**src/sv/multi_task_heartbeat_supervisor_assert.svh**
```systemverilog
// ----------------------------------------------------------------------------
// Assertion macros used by the heartbeat supervisor RTL
// ----------------------------------------------------------------------------
`ifndef MULTI_TASK_HEARTBEAT_SUPERVISOR_ASSERT_SVH
`define MULTI_TASK_HEARTBEAT_SUPERVISOR_ASSERT_SVH

// same-cycle implication, reset masked
`define MTHS_ASSERT_NOW(label, ante, cons, msg) \
    label: assert property (@(posedge clk) disable iff (!rst_n) (ante) |-> (cons)) \
        else $error(msg);

// next-cycle implication, reset masked
`define MTHS_ASSERT_NEXT(label, ante, cons, msg) \
    label: assert property (@(posedge clk) disable iff (!rst_n) (ante) |=> (cons)) \
        else $error(msg);

`endif

```
**src/sv/mths_pkg.sv**
```systemverilog
// ----------------------------------------------------------------------------
// mths_pkg
// Types and constants of the heartbeat supervisor.
// ----------------------------------------------------------------------------
package mths_pkg;

    localparam int CHANNELS   = 8;
    localparam int CH_W       = (CHANNELS > 1) ? $clog2(CHANNELS) : 1;
    localparam int CHID_W     = 5;
    localparam int CH_LIMIT_W = CHID_W + 1;
    localparam int TIME_W     = 32;
    localparam int TAG_W      = 8;
    localparam logic [TIME_W-1:0] TIMEOUT_RESET = 32'd10000;

    typedef enum logic [1:0] {
        REQ_TICK   = 2'd0,
        REQ_UPDATE = 2'd1,
        REQ_KICK   = 2'd2,
        REQ_CHECK  = 2'd3
    } req_kind_t;

    typedef enum logic {
        S_IDLE,
        S_SCAN
    } state_t;

    typedef struct packed {
        logic              we;
        logic              owner_we;
        logic [CH_W-1:0]   addr;
        logic [TIME_W-1:0] stamp;
        logic [TAG_W-1:0]  owner;
    } store_wr_t;

endpackage

```
**src/sv/mths_store.sv**
```systemverilog
// ----------------------------------------------------------------------------
// mths_store
// Per-channel timestamp and owner tag registers, one write port, one read.
// ----------------------------------------------------------------------------
module mths_store
    import mths_pkg::*;
(
    input  logic              clk,
    input  logic              rst_n,
    input  store_wr_t         wr,
    input  logic [CH_W-1:0]   rd_idx,
    output logic [TIME_W-1:0] rd_stamp,
    output logic [TAG_W-1:0]  rd_owner
);

    logic [TIME_W-1:0] stamp_reg [CHANNELS];
    logic [TAG_W-1:0]  owner_reg [CHANNELS];

    always_ff @(posedge clk or negedge rst_n)
    begin
        if (!rst_n)
        begin
            for (int i = 0; i < CHANNELS; i++)
            begin
                stamp_reg[i] <= '0;
                owner_reg[i] <= '0;
            end
        end
        else
        begin
            if (wr.we)
            begin
                stamp_reg[wr.addr] <= wr.stamp;
            end
            if (wr.owner_we)
            begin
                owner_reg[wr.addr] <= wr.owner;
            end
        end
    end

    assign rd_stamp = stamp_reg[rd_idx];
    assign rd_owner = owner_reg[rd_idx];

endmodule

```
**src/sv/mths_cmp_unit.sv**
```systemverilog
// ----------------------------------------------------------------------------
// mths_cmp_unit
// Shared evaluation of one channel: staleness and owner tag match.
// ----------------------------------------------------------------------------
module mths_cmp_unit
    import mths_pkg::*;
(
    input  logic [TIME_W-1:0] time_now,
    input  logic [TIME_W-1:0] timeout,
    input  logic [TIME_W-1:0] stamp,
    input  logic [TAG_W-1:0]  owner,
    input  logic [TAG_W-1:0]  tag,
    output logic              stale,
    output logic              hit
);

    logic [TIME_W-1:0] age;

    // wrapping age; a zero stamp means never reported
    assign age   = time_now - stamp;
    assign stale = (stamp != '0) && (age > timeout);
    assign hit   = (tag != '0) && (owner == tag);

endmodule

```
**src/sv/mths_seq.sv**
```systemverilog
// ----------------------------------------------------------------------------
// mths_seq
// Request sequencer: decodes a command word, scans channels one per cycle
// through the shared compare unit, and registers the result word.
// ----------------------------------------------------------------------------
module mths_seq
    import mths_pkg::*;
(
    input  logic              clk,
    input  logic              rst_n,
    input  logic              start,
    input  logic [1:0]        req_type,
    input  logic [CHID_W-1:0] channel_id,
    input  logic [TAG_W-1:0]  owner_tag,
    input  logic [TIME_W-1:0] time_now,
    input  logic              stale,
    input  logic              hit,
    output logic [CH_W-1:0]   scan_idx,
    output logic [TAG_W-1:0]  scan_tag,
    output store_wr_t         wr,
    output logic              busy,
    output logic              done,
    output logic              feed_watchdog,
    output logic              any_dead,
    output logic [CHID_W-1:0] dead_channel,
    output logic              kick_matched
);

    state_t            state_reg, state_next;
    req_kind_t         kind_reg, kind_next;
    logic [TAG_W-1:0]  tag_reg, tag_next;
    logic [CH_W-1:0]   idx_reg, idx_next;
    logic              done_reg, done_next;
    logic              feed_reg, feed_next;
    logic              dead_reg, dead_next;
    logic [CHID_W-1:0] dead_ch_reg, dead_ch_next;
    logic              match_reg, match_next;
    req_kind_t         kind_in;
    logic              last_ch;

    assign kind_in = req_kind_t'(req_type);
    assign last_ch = (idx_reg == CH_W'(CHANNELS - 1));

    always_ff @(posedge clk or negedge rst_n)
    begin
        if (!rst_n)
        begin
            state_reg <= S_IDLE;
            done_reg  <= 1'b0;
        end
        else
        begin
            state_reg <= state_next;
            done_reg  <= done_next;
        end
    end

    always_ff @(posedge clk)
    begin
        kind_reg    <= kind_next;
        tag_reg     <= tag_next;
        idx_reg     <= idx_next;
        feed_reg    <= feed_next;
        dead_reg    <= dead_next;
        dead_ch_reg <= dead_ch_next;
        match_reg   <= match_next;
    end

    always_comb
    begin
        state_next   = state_reg;
        kind_next    = kind_reg;
        tag_next     = tag_reg;
        idx_next     = idx_reg;
        done_next    = 1'b0;
        feed_next    = feed_reg;
        dead_next    = dead_reg;
        dead_ch_next = dead_ch_reg;
        match_next   = match_reg;
        wr           = '0;

        unique case (state_reg)
            S_IDLE:
            begin
                if (start)
                begin
                    kind_next = kind_in;
                    tag_next  = owner_tag;
                    idx_next  = '0;
                    unique case (kind_in)
                        REQ_TICK:
                        begin
                            done_next    = 1'b1;
                            feed_next    = 1'b0;
                            dead_next    = 1'b0;
                            dead_ch_next = '0;
                            match_next   = 1'b0;
                        end
                        REQ_UPDATE:
                        begin
                            if (CH_LIMIT_W'(channel_id) < CH_LIMIT_W'(CHANNELS))
                            begin
                                wr.we       = 1'b1;
                                wr.owner_we = 1'b1;
                                wr.addr     = channel_id[CH_W-1:0];
                                wr.stamp    = time_now;
                                wr.owner    = owner_tag;
                            end
                            done_next    = 1'b1;
                            feed_next    = 1'b0;
                            dead_next    = 1'b0;
                            dead_ch_next = '0;
                            match_next   = 1'b0;
                        end
                        default:
                        begin
                            state_next = S_SCAN;
                        end
                    endcase
                end
            end
            S_SCAN:
            begin
                if (kind_reg == REQ_KICK)
                begin
                    if (hit)
                    begin
                        // restamp first channel owned by this tag
                        wr.we        = 1'b1;
                        wr.addr      = idx_reg;
                        wr.stamp     = time_now;
                        state_next   = S_IDLE;
                        done_next    = 1'b1;
                        feed_next    = 1'b0;
                        dead_next    = 1'b0;
                        dead_ch_next = '0;
                        match_next   = 1'b1;
                    end
                    else if (last_ch)
                    begin
                        state_next   = S_IDLE;
                        done_next    = 1'b1;
                        feed_next    = 1'b0;
                        dead_next    = 1'b0;
                        dead_ch_next = '0;
                        match_next   = 1'b0;
                    end
                    else
                    begin
                        idx_next = idx_reg + 1'b1;
                    end
                end
                else
                begin
                    if (stale)
                    begin
                        state_next   = S_IDLE;
                        done_next    = 1'b1;
                        feed_next    = 1'b0;
                        dead_next    = 1'b1;
                        dead_ch_next = CHID_W'(idx_reg);
                        match_next   = 1'b0;
                    end
                    else if (last_ch)
                    begin
                        state_next   = S_IDLE;
                        done_next    = 1'b1;
                        feed_next    = 1'b1;
                        dead_next    = 1'b0;
                        dead_ch_next = '0;
                        match_next   = 1'b0;
                    end
                    else
                    begin
                        idx_next = idx_reg + 1'b1;
                    end
                end
            end
            default:
            begin
                state_next = S_IDLE;
            end
        endcase
    end

    assign scan_idx      = idx_reg;
    assign scan_tag      = tag_reg;
    assign busy          = (state_reg == S_SCAN);
    assign done          = done_reg;
    assign feed_watchdog = feed_reg;
    assign any_dead      = dead_reg;
    assign dead_channel  = dead_ch_reg;
    assign kick_matched  = match_reg;

`include "multi_task_heartbeat_supervisor_assert.svh"

    `MTHS_ASSERT_NOW(a_feed_dead_excl, done_reg, !(feed_reg && dead_reg), "feed with dead channel")
    `MTHS_ASSERT_NOW(a_match_alone, done_reg && match_reg, !feed_reg && !dead_reg, "kick word has check flags")
    `MTHS_ASSERT_NEXT(a_scan_starts, start && !busy && (req_type == REQ_KICK || req_type == REQ_CHECK), busy && !done, "scan did not start")
    `MTHS_ASSERT_NEXT(a_stale_reported, state_reg == S_SCAN && kind_reg == REQ_CHECK && stale, done && dead_reg && !busy, "stale channel not reported")
    `MTHS_ASSERT_NEXT(a_short_done, start && !busy && (req_type == REQ_TICK || req_type == REQ_UPDATE), done && !busy, "no word after tick or update")

endmodule

```
**src/sv/multi_task_heartbeat_supervisor.sv**
```systemverilog
// ----------------------------------------------------------------------------
// multi_task_heartbeat_supervisor
// Tick and update give their result word in the cycle after start, one word per cycle.
// Kick and check scan one channel per cycle through one shared compare unit:
// result word when the scan ends on a hit (kick), a stale channel (check) or the last channel;
// busy meanwhile, so no new word is taken while the scan runs.
// Result word is a one-cycle done strobe; the receiver cannot stall.
// Reset clears time, stamps, owner tags, and loads a 10000-tick timeout.
// ----------------------------------------------------------------------------
module multi_task_heartbeat_supervisor
    import mths_pkg::*;
(
    input  logic              clk,
    input  logic              rst_n,
    input  logic              start,
    output logic              busy,
    input  logic [1:0]        req_type,
    input  logic [CHID_W-1:0] channel_id,
    input  logic [TAG_W-1:0]  owner_tag,
    input  logic              cfg_we,
    input  logic [TIME_W-1:0] cfg_wdata,
    output logic              done,
    output logic              feed_watchdog,
    output logic              any_dead,
    output logic [CHID_W-1:0] dead_channel,
    output logic              kick_matched
);

    logic [TIME_W-1:0] time_reg;
    logic [TIME_W-1:0] timeout_reg;
    logic              tick;
    store_wr_t         wr;
    logic [CH_W-1:0]   scan_idx;
    logic [TAG_W-1:0]  scan_tag;
    logic [TIME_W-1:0] rd_stamp;
    logic [TAG_W-1:0]  rd_owner;
    logic              stale;
    logic              hit;

    assign tick = start && !busy && (req_kind_t'(req_type) == REQ_TICK);

    always_ff @(posedge clk or negedge rst_n)
    begin
        if (!rst_n)
        begin
            time_reg    <= '0;
            timeout_reg <= TIMEOUT_RESET;
        end
        else
        begin
            if (tick)
            begin
                time_reg <= time_reg + 1'b1;
            end
            if (cfg_we)
            begin
                timeout_reg <= cfg_wdata;
            end
        end
    end

    mths_store u_store (
        .clk      (clk),
        .rst_n    (rst_n),
        .wr       (wr),
        .rd_idx   (scan_idx),
        .rd_stamp (rd_stamp),
        .rd_owner (rd_owner)
    );

    mths_cmp_unit u_cmp (
        .time_now (time_reg),
        .timeout  (timeout_reg),
        .stamp    (rd_stamp),
        .owner    (rd_owner),
        .tag      (scan_tag),
        .stale    (stale),
        .hit      (hit)
    );

    mths_seq u_seq (
        .clk           (clk),
        .rst_n         (rst_n),
        .start         (start),
        .req_type      (req_type),
        .channel_id    (channel_id),
        .owner_tag     (owner_tag),
        .time_now      (time_reg),
        .stale         (stale),
        .hit           (hit),
        .scan_idx      (scan_idx),
        .scan_tag      (scan_tag),
        .wr            (wr),
        .busy          (busy),
        .done          (done),
        .feed_watchdog (feed_watchdog),
        .any_dead      (any_dead),
        .dead_channel  (dead_channel),
        .kick_matched  (kick_matched)
    );

endmodule
```
**config.mk**
```make
export PLATFORM = sky130hd
export DESIGN_NAME = multi_task_heartbeat_supervisor
export DESIGN_NICKNAME = d
export VERILOG_FILES = /design/src/sv/mths_pkg.sv /design/src/sv/mths_store.sv /design/src/sv/mths_cmp_unit.sv /design/src/sv/mths_seq.sv /design/src/sv/multi_task_heartbeat_supervisor.sv
export VERILOG_INCLUDE_DIRS = /design/src /design/src/sv
export SDC_FILE = /design/constraint.sdc
export NUM_CORES = 1
export LEC_CHECK = 0
export BUFFER_PORTS_ARGS = -buffer_cell sky130_fd_sc_hd__buf_2
export CAP_MARGIN = 10
export CORE_MARGIN = 1.5
export CORE_UTILIZATION = 45
export DETAILED_ROUTE_END_ITERATION = 8
export GPL_TIMING_DRIVEN = 0
export PLACE_DENSITY_LB_ADDON = 0.2
export SKIP_LAST_GASP = 1
export SLEW_MARGIN = 20
export SYNTH_ARGS = -nofsm -noshare
export SYNTH_HDL_FRONTEND = slang
export SYNTH_HIERARCHICAL = 1
export SYNTH_SLANG_ARGS = --single-unit
```
**constraint.sdc**
```tcl
create_clock -name clk -period 6.65 [get_ports clk]
set_input_delay 0.3325 -clock clk [delete_from_list [all_inputs] [get_ports clk]]
set_output_delay 0.3325 -clock clk [all_outputs]
set_load 0.02 [all_outputs]
```
After elaboration in Yosys (flattened, before gate mapping). Index checks and enable logic that the tools add are counted.

Flip-flop bits (word level): 407. Bits in latches: 0. Bits in writable memories: 0. Bits in read-only memories: 0. Bits of input ports: 51. Output and inout port bits: 10. Logic and storage cells: 130. Memories kept: 0.

Add/subtract/negate cells: 3. Multipliers: 0. Divide/modulo/power cells: 0. Order comparisons: 5. Equal/unequal tests: 10. Shift operators: 0. Muxes and demuxes: 68. Bitwise gates (word level): 3. Reductions and logical operators: 14.

Operators with widths (number): 256-bit bitwise mux (1); 45-bit two-way mux (3); 32-bit binary-select mux with 3-bit select (1); 32-bit demux with 3-bit select (1); 32-bit two-way mux (3); 35-bit two-way mux (2); 35-bit one-hot mux with 2 select lines (1); 64-bit bitwise mux (1); 32-bit by 1-bit adder with 32-bit output (second input constant) (1); 32-bit greater-than comparator (1); 8-bit two-way mux (4); 32-bit nonzero test (1); 32-bit subtractor (1); 1-bit two-way mux (30); 5-bit two-way mux (6); 8-bit binary-select mux with 3-bit select (1); 8-bit demux with 3-bit select (1); 3-bit two-way mux (5); 1-bit one-hot mux with 2 select lines (6); 5-bit one-hot mux with 2 select lines (1); 8-bit == test (1); 4-bit >= comparator (second input constant) (2); 4-bit inequality test (second input constant) (2); 3-bit inverter with 4-bit output (2); 18 further kinds (25).

Logic depth before layout (Yosys ltp).
Word-level depth: 15. Mapped depth: 23. Gate-level depth less buffers: 21.

By module. The synthesis kept the hierarchy.

By module, submodules not included: mths_store (times used 1, cells an instance 833, area an instance 14515.2 µm², seq. area each 8007.7 µm²); mths_cmp_unit (times used 1, cells an instance 441, area an instance 2979.1 µm², seq. area each 0.0 µm²); multi_task_heartbeat_supervisor (times used 1, cells an instance 205, area an instance 2723.9 µm², seq. area each 1607.8 µm²); mths_seq (times used 1, cells an instance 117, area an instance 1406.3 µm², seq. area each 680.7 µm²).

Least setup slack after synthesis. Ideal clock, no wire load.

Path kind: reg2reg. Start point: register u_seq.idx_reg[0], in the netlist u_seq/scan_idx[0]. End point: register u_seq.dead_ch_reg[0], in the netlist u_seq/dead_channel[0], data pin. Setup time: 0.260 ns. Data arrival time: 4.959 ns. Data required time: 6.390 ns. Path slack: 1.430 ns. Stages on the path, launching flop included: 22. Buffers on the path: 2. Period minus slack after synthesis: 5.220 ns. Cells stage by stage: edfxtp_1 > buf_2 > buf_6 > mux4_2 > mux2_2 > ha_1 > inv_1 > fa_1 > a21oi_1 > o221ai_2 > a41oi_2 > a31oi_2 > a211oi_2 > xnor2_1 > ha_1 > nand4_1 > nor4_1 > o311ai_0 > a31oi_1 > inv_1 > o211ai_1 > a21oi_1.

Cells in the longest elaborated chain, start to end: 10. Elaborated cells on any way between the ends: 19. Those cells by class: 1 x add/sub; 1 x order compare; 2 x eq/ne; 11 x mux; 1 x bitwise; 3 x reduce/logical.

Ends and longest elaborated chain: from (decl) (line mths_seq.sv:32) `logic [CH_W-1:0] idx_reg, idx_next;`; from (signal assigned) (line mths_seq.sv:62) `idx_reg <= idx_next;`; 3-bit inverter with 4-bit output (implied by the code) (*) (line mths_store.sv:42) `assign rd_stamp = stamp_reg[rd_idx];`; 32-bit binary-select mux with 3-bit select (*) (line mths_store.sv:42); 32-bit two-way mux (implied by the code) (*) (2 in a row) (line mths_store.sv:42); net rd_stamp[0] (line multi_task_heartbeat_supervisor.sv:35) `logic [TIME_W-1:0] rd_stamp;`; 32-bit subtractor (line mths_cmp_unit.sv:20) `assign age = time_now - stamp;`; 32-bit greater-than comparator (line mths_cmp_unit.sv:21) `assign stale = (stamp != '0) && (age > timeout);`; 1-bit logical AND (*) (line mths_cmp_unit.sv:21); net stale (line multi_task_heartbeat_supervisor.sv:37) `logic stale;`; 5-bit two-way mux (*) (line mths_seq.sv:155) `if (stale)`; 5-bit two-way mux (*) (line mths_seq.sv:124) `if (kind_reg == REQ_KICK)`; 5-bit one-hot mux with 2 select lines (*) (line mths_seq.sv:82) `unique case (state_reg)`; to (signal assigned) (line mths_seq.sv:65) `dead_ch_reg <= dead_ch_next;`; to (decl) (line mths_seq.sv:36) `logic [CHID_W-1:0] dead_ch_reg, dead_ch_next;`.

The timed path passes the listed nets; every way through them passes the cells marked *. The select of a mux whose other input is x is not followed. A chain may end at the register's enable or synchronous reset.

Worst setup path after layout.
Start point: register u_seq.idx_reg[2], in the netlist u_seq/scan_idx[2]. End point: register u_seq.feed_reg, in the netlist u_seq/feed_watchdog, enable pin.

Cells in the longest elaborated chain, start to end: 9. Elaborated cells on any way between the ends: 17. Those cells by class: 1 x add/sub; 1 x order compare; 4 x eq/ne; 6 x mux; 1 x bitwise; 4 x reduce/logical.

Ends and longest elaborated chain: 3-bit inverter with 4-bit output (implied by the code) (*) (line mths_store.sv:42); 32-bit binary-select mux with 3-bit select (*) (line mths_store.sv:42); 32-bit two-way mux (implied by the code) (*) (2 in a row) (line mths_store.sv:42); net rd_stamp[1] (line multi_task_heartbeat_supervisor.sv:35); 32-bit subtractor (line mths_cmp_unit.sv:20); 32-bit greater-than comparator (line mths_cmp_unit.sv:21); 1-bit logical AND (*) (line mths_cmp_unit.sv:21); net stale (line multi_task_heartbeat_supervisor.sv:37); 4-bit inequality test (no source line) (*); 4-bit AND reduction (no source line) (*); to (signal assigned) (line mths_seq.sv:63) `feed_reg <= feed_next;`; to (decl) (line mths_seq.sv:34) `logic feed_reg, feed_next;`.

Marks and branches as above.

==> out/qor.csv <==
metric;value;unit
outcome;completed;
P_leak;11.9;nW
initial antenna violation count;1;
Syn Nets;1713;
H-tree levels;2;
# port buffers;59;
Maximum Capacitance Violations;0;
layout cells sized above 1;40.8;%
Slew @ Worst Pin;986;ps
Top FF cell, synth;dfrtp_1;
number of flip-flops in the largest register;256;
RSZ-0062 raised after global routing;false;
Setup crit end kind;flop;
total track usage;21.1;%
final setup margin;417;ps
# IOs;61;
ant diodes;0;
register area share after synthesis;47.6;%
top-count cell post-synth;dfrtp_1;
fin nets;1870;
fin crit share;93.7;%
Design Area, Final;24900;um^2
PwrDens;272;nW/um^2
Area contributors post-synth;dfrtp_1 (44%), mux2_2 (19%), mux4_2 (8.3%);
Util after Layout;52.5;%
# DRC;0;
Cell Chain, Critical Path;clkbuf_2 > clkdlybuf4s15_2 > mux4_2 > mux2_2 > inv_1 > ha_1 > nor2b_1 > o2111ai_1 > a21oi_1 > o21a_1 > o211a_1 > a2111oi_2 > ha_1 > nand2_1 > nor2_1 > a211oi_1 > o21ai_0 > o21ai_0 > a31oi_4 > buf_12 > buf_4 > a2111oi_4 > nor2_1;
Placed Instances;2274;
area share of the largest cell type after synthesis;44.1;%
Post-synth EDFFs;21;
chip height;222;um
DR iter-0 viols;655;
crit-path leading delay family;compound AO/OA/AOI/OAI gates;
max-slew violations;0;
#FFs+latches synth;407;
Post-Layout Cell Count;2405;
Setup Slack @ Placement;-457;ps
vias per inst;5.60;
Initial Util;45.5;%
critical path's slowest cell;clkdlybuf4s15_2;
Post-DRT Antenna Nets;0;
clock buffer depth;3;
Netlist cell types;84;
Total Wirelength;50700;um
Critical Path Source Type;flop;
clock transition at the registers of the reported paths;60;ps
Sink Count;407;
Core Region;47500;um^2
CP Class;flop to flop;
post-detail-place hpwl;35100;um
Die X;222;um
Root Driver;clkbuf_16;
global placement routability congestion;0.887;
die area;49400;um^2
DR vias;13461;
Critical Path AT;6590;ps
worst-path maximum fanout;10;
maximum vdd drop;0.217;mV
Max Freq;160;MHz
Largest stage delay, worst path;530;ps
Tmin final;6230;ps
number of global-route vias before repair;14366;
final setup violation count;0;
worst path bufs/invs;5;
post-synth top area cell;dfrtp_1;
cts bufs inserted;46;
clock skew;31.4;ps
TritonCTS clock tree;done;
Register Area;10300;um^2
synth cell count leaders;dfrtp_1 (381), mux2_2 (363), inv_1 (80), mux4_2 (80), ha_1 (65);
synth warn;6;
Post-Place Cell Area;22800;um^2
worst path required time;7000;ps
drt first pass iters;5;
Rel. slew slack;34.2;%
Skew-Pair Late Insertion Delay;600;ps
row count;80;
Fillers;3982;
Synth Instances;1596;
first-pass GRT wire length;81300;um
Post-synth ARST share;94.8;%
Worst Hold Class;primary input to flop;
mapped cell area;21600;um^2
routed wire length per instance;21.1;um
Fin. Hold Viols;0;
pin count of the biggest net entering global routing;97;
Area growth syn-to-layout;15.4;%
Syn Area/Cell;13.5;um^2
Congestion Overflow GR;0;
multi-input logic area;10500;um^2
## worst reg2reg max path, cell delays in order (launching register included)
cell             delay (ps)
edfxtp_1                440
clkbuf_2                290
clkdlybuf4s15_2         530
mux4_2                  370
mux2_2                  310
inv_1                   120
ha_1                    230
nor2b_1                 150
o2111ai_1               310
a21oi_1                 230
o21a_1                  260
o211a_1                 220
a2111oi_2               410
ha_1                    330
nand2_1                  80
nor2_1                   40
a211oi_1                210
o21ai_0                  90
o21ai_0                 400
a31oi_4                 160
buf_12                  180
buf_4                   130
a2111oi_4               410
nor2_1                   90
## area by class of cell
cell class              count  share of cell area [%]
multi-input cells        1032                    42.3
plain buffers              77                    2.14
clock buffers              68                    5.64
repair buffers            109                    3.52
clock inverters            17                   0.868
flip-flops and latches    407                    41.3
well taps                 615                    3.08
inverters                  80                    1.20
## final timing paths
path                                        startpoint                      to  slack, ps  cells after the start
worst max register to register       u_seq/scan_idx[2]     u_seq/feed_watchdog        420                     23
min in group asynchronous                        rst_n    u_store/owner_reg[0]        330                      2
worst min-delay path                       req_type[1]       u_seq/kind_reg[1]         40                      1
worst max-delay path                 u_seq/scan_idx[2]     u_seq/feed_watchdog        420                     23
max in group asynchronous                        rst_n  u_store/stamp_reg[251]       4690                      5
worst min register to register  u_store/stamp_reg[101]  u_store/stamp_reg[101]        480                      1
## cells in the final DEF (no fill, tap or decap), types with 13 or more instances in the layout
cell type	instances
dfrtp_1	381
mux2_2	363
inv_1	80
mux4_2	80
buf_2	73
ha_1	65
nand2_1	51
xnor2_1	49
clkbuf_16	48
a21oi_1	48
dlygate4sd3_1	42
nor2_1	34
nand4_1	31
mux2_1	29
o21ai_0	27
nand3_1	26
nor2b_2	25
buf_4	23
edfxtp_1	21
clkbuf_1	18
xor2_1	17
buf_6	16
nor3_1	16
nor4_1	16
clkbuf_8	14
a21o_1	13
## repair_timing
item                       CTS  global route
pin swaps                    1             1
resized for setup           10             4
setup endpoints to repair   14            12
hold endpoints to repair   135             0
hold buffers                42             0
gates cloned                 0             0
buffers inserted             0             4
## kinds of logic (layout without fill, tap and decap cells)
logic type | Yosys count | after routing | share of synthesized area, %
xor gates and xnor gates | 66 | 66 | 2.67
muxes | 473 | 473 | 28.8
buffers and inverters | 157 | 351 | 3.78
and+or+nand+nor | 276 | 276 | 8.48
AOI/OAI and AO/OA | 151 | 151 | 4.81
adders and majority gates | 66 | 66 | 3.85
DFF | 407 | 407 | 47.6
## routing by layer
metal / part of all wire (%) / track usage, % / up-vias
li1: - / - / 6220
met1: 47 / 29.4 / 6939
met2: 48 / 34.3 / 234
met3: 3.6 / 3.43 / 68
met4: 1.8 / 5.63 / 0
met5: 0 / 0 / -
## power by group
group,leakage (nW),switching (mW),internal (mW)
Clock,0.802,1.06,1.59
Sequential,5.52,0.0873,2.60
Combinational,5.61,0.847,0.602
## metrics by stage
stage                     total power, mW  setup TNS [ps]  hold slack, ps
after floorplan                      3.70               0            36.9
after global placement               4.13         -830690             463
after detailed placement             4.16           -4710             418
after CTS                            6.87               0            2.01
after global routing                 7.11               0            22.1
final                                6.78               0            35.7
Note: power is estimated with default switching activity, not from simulation.
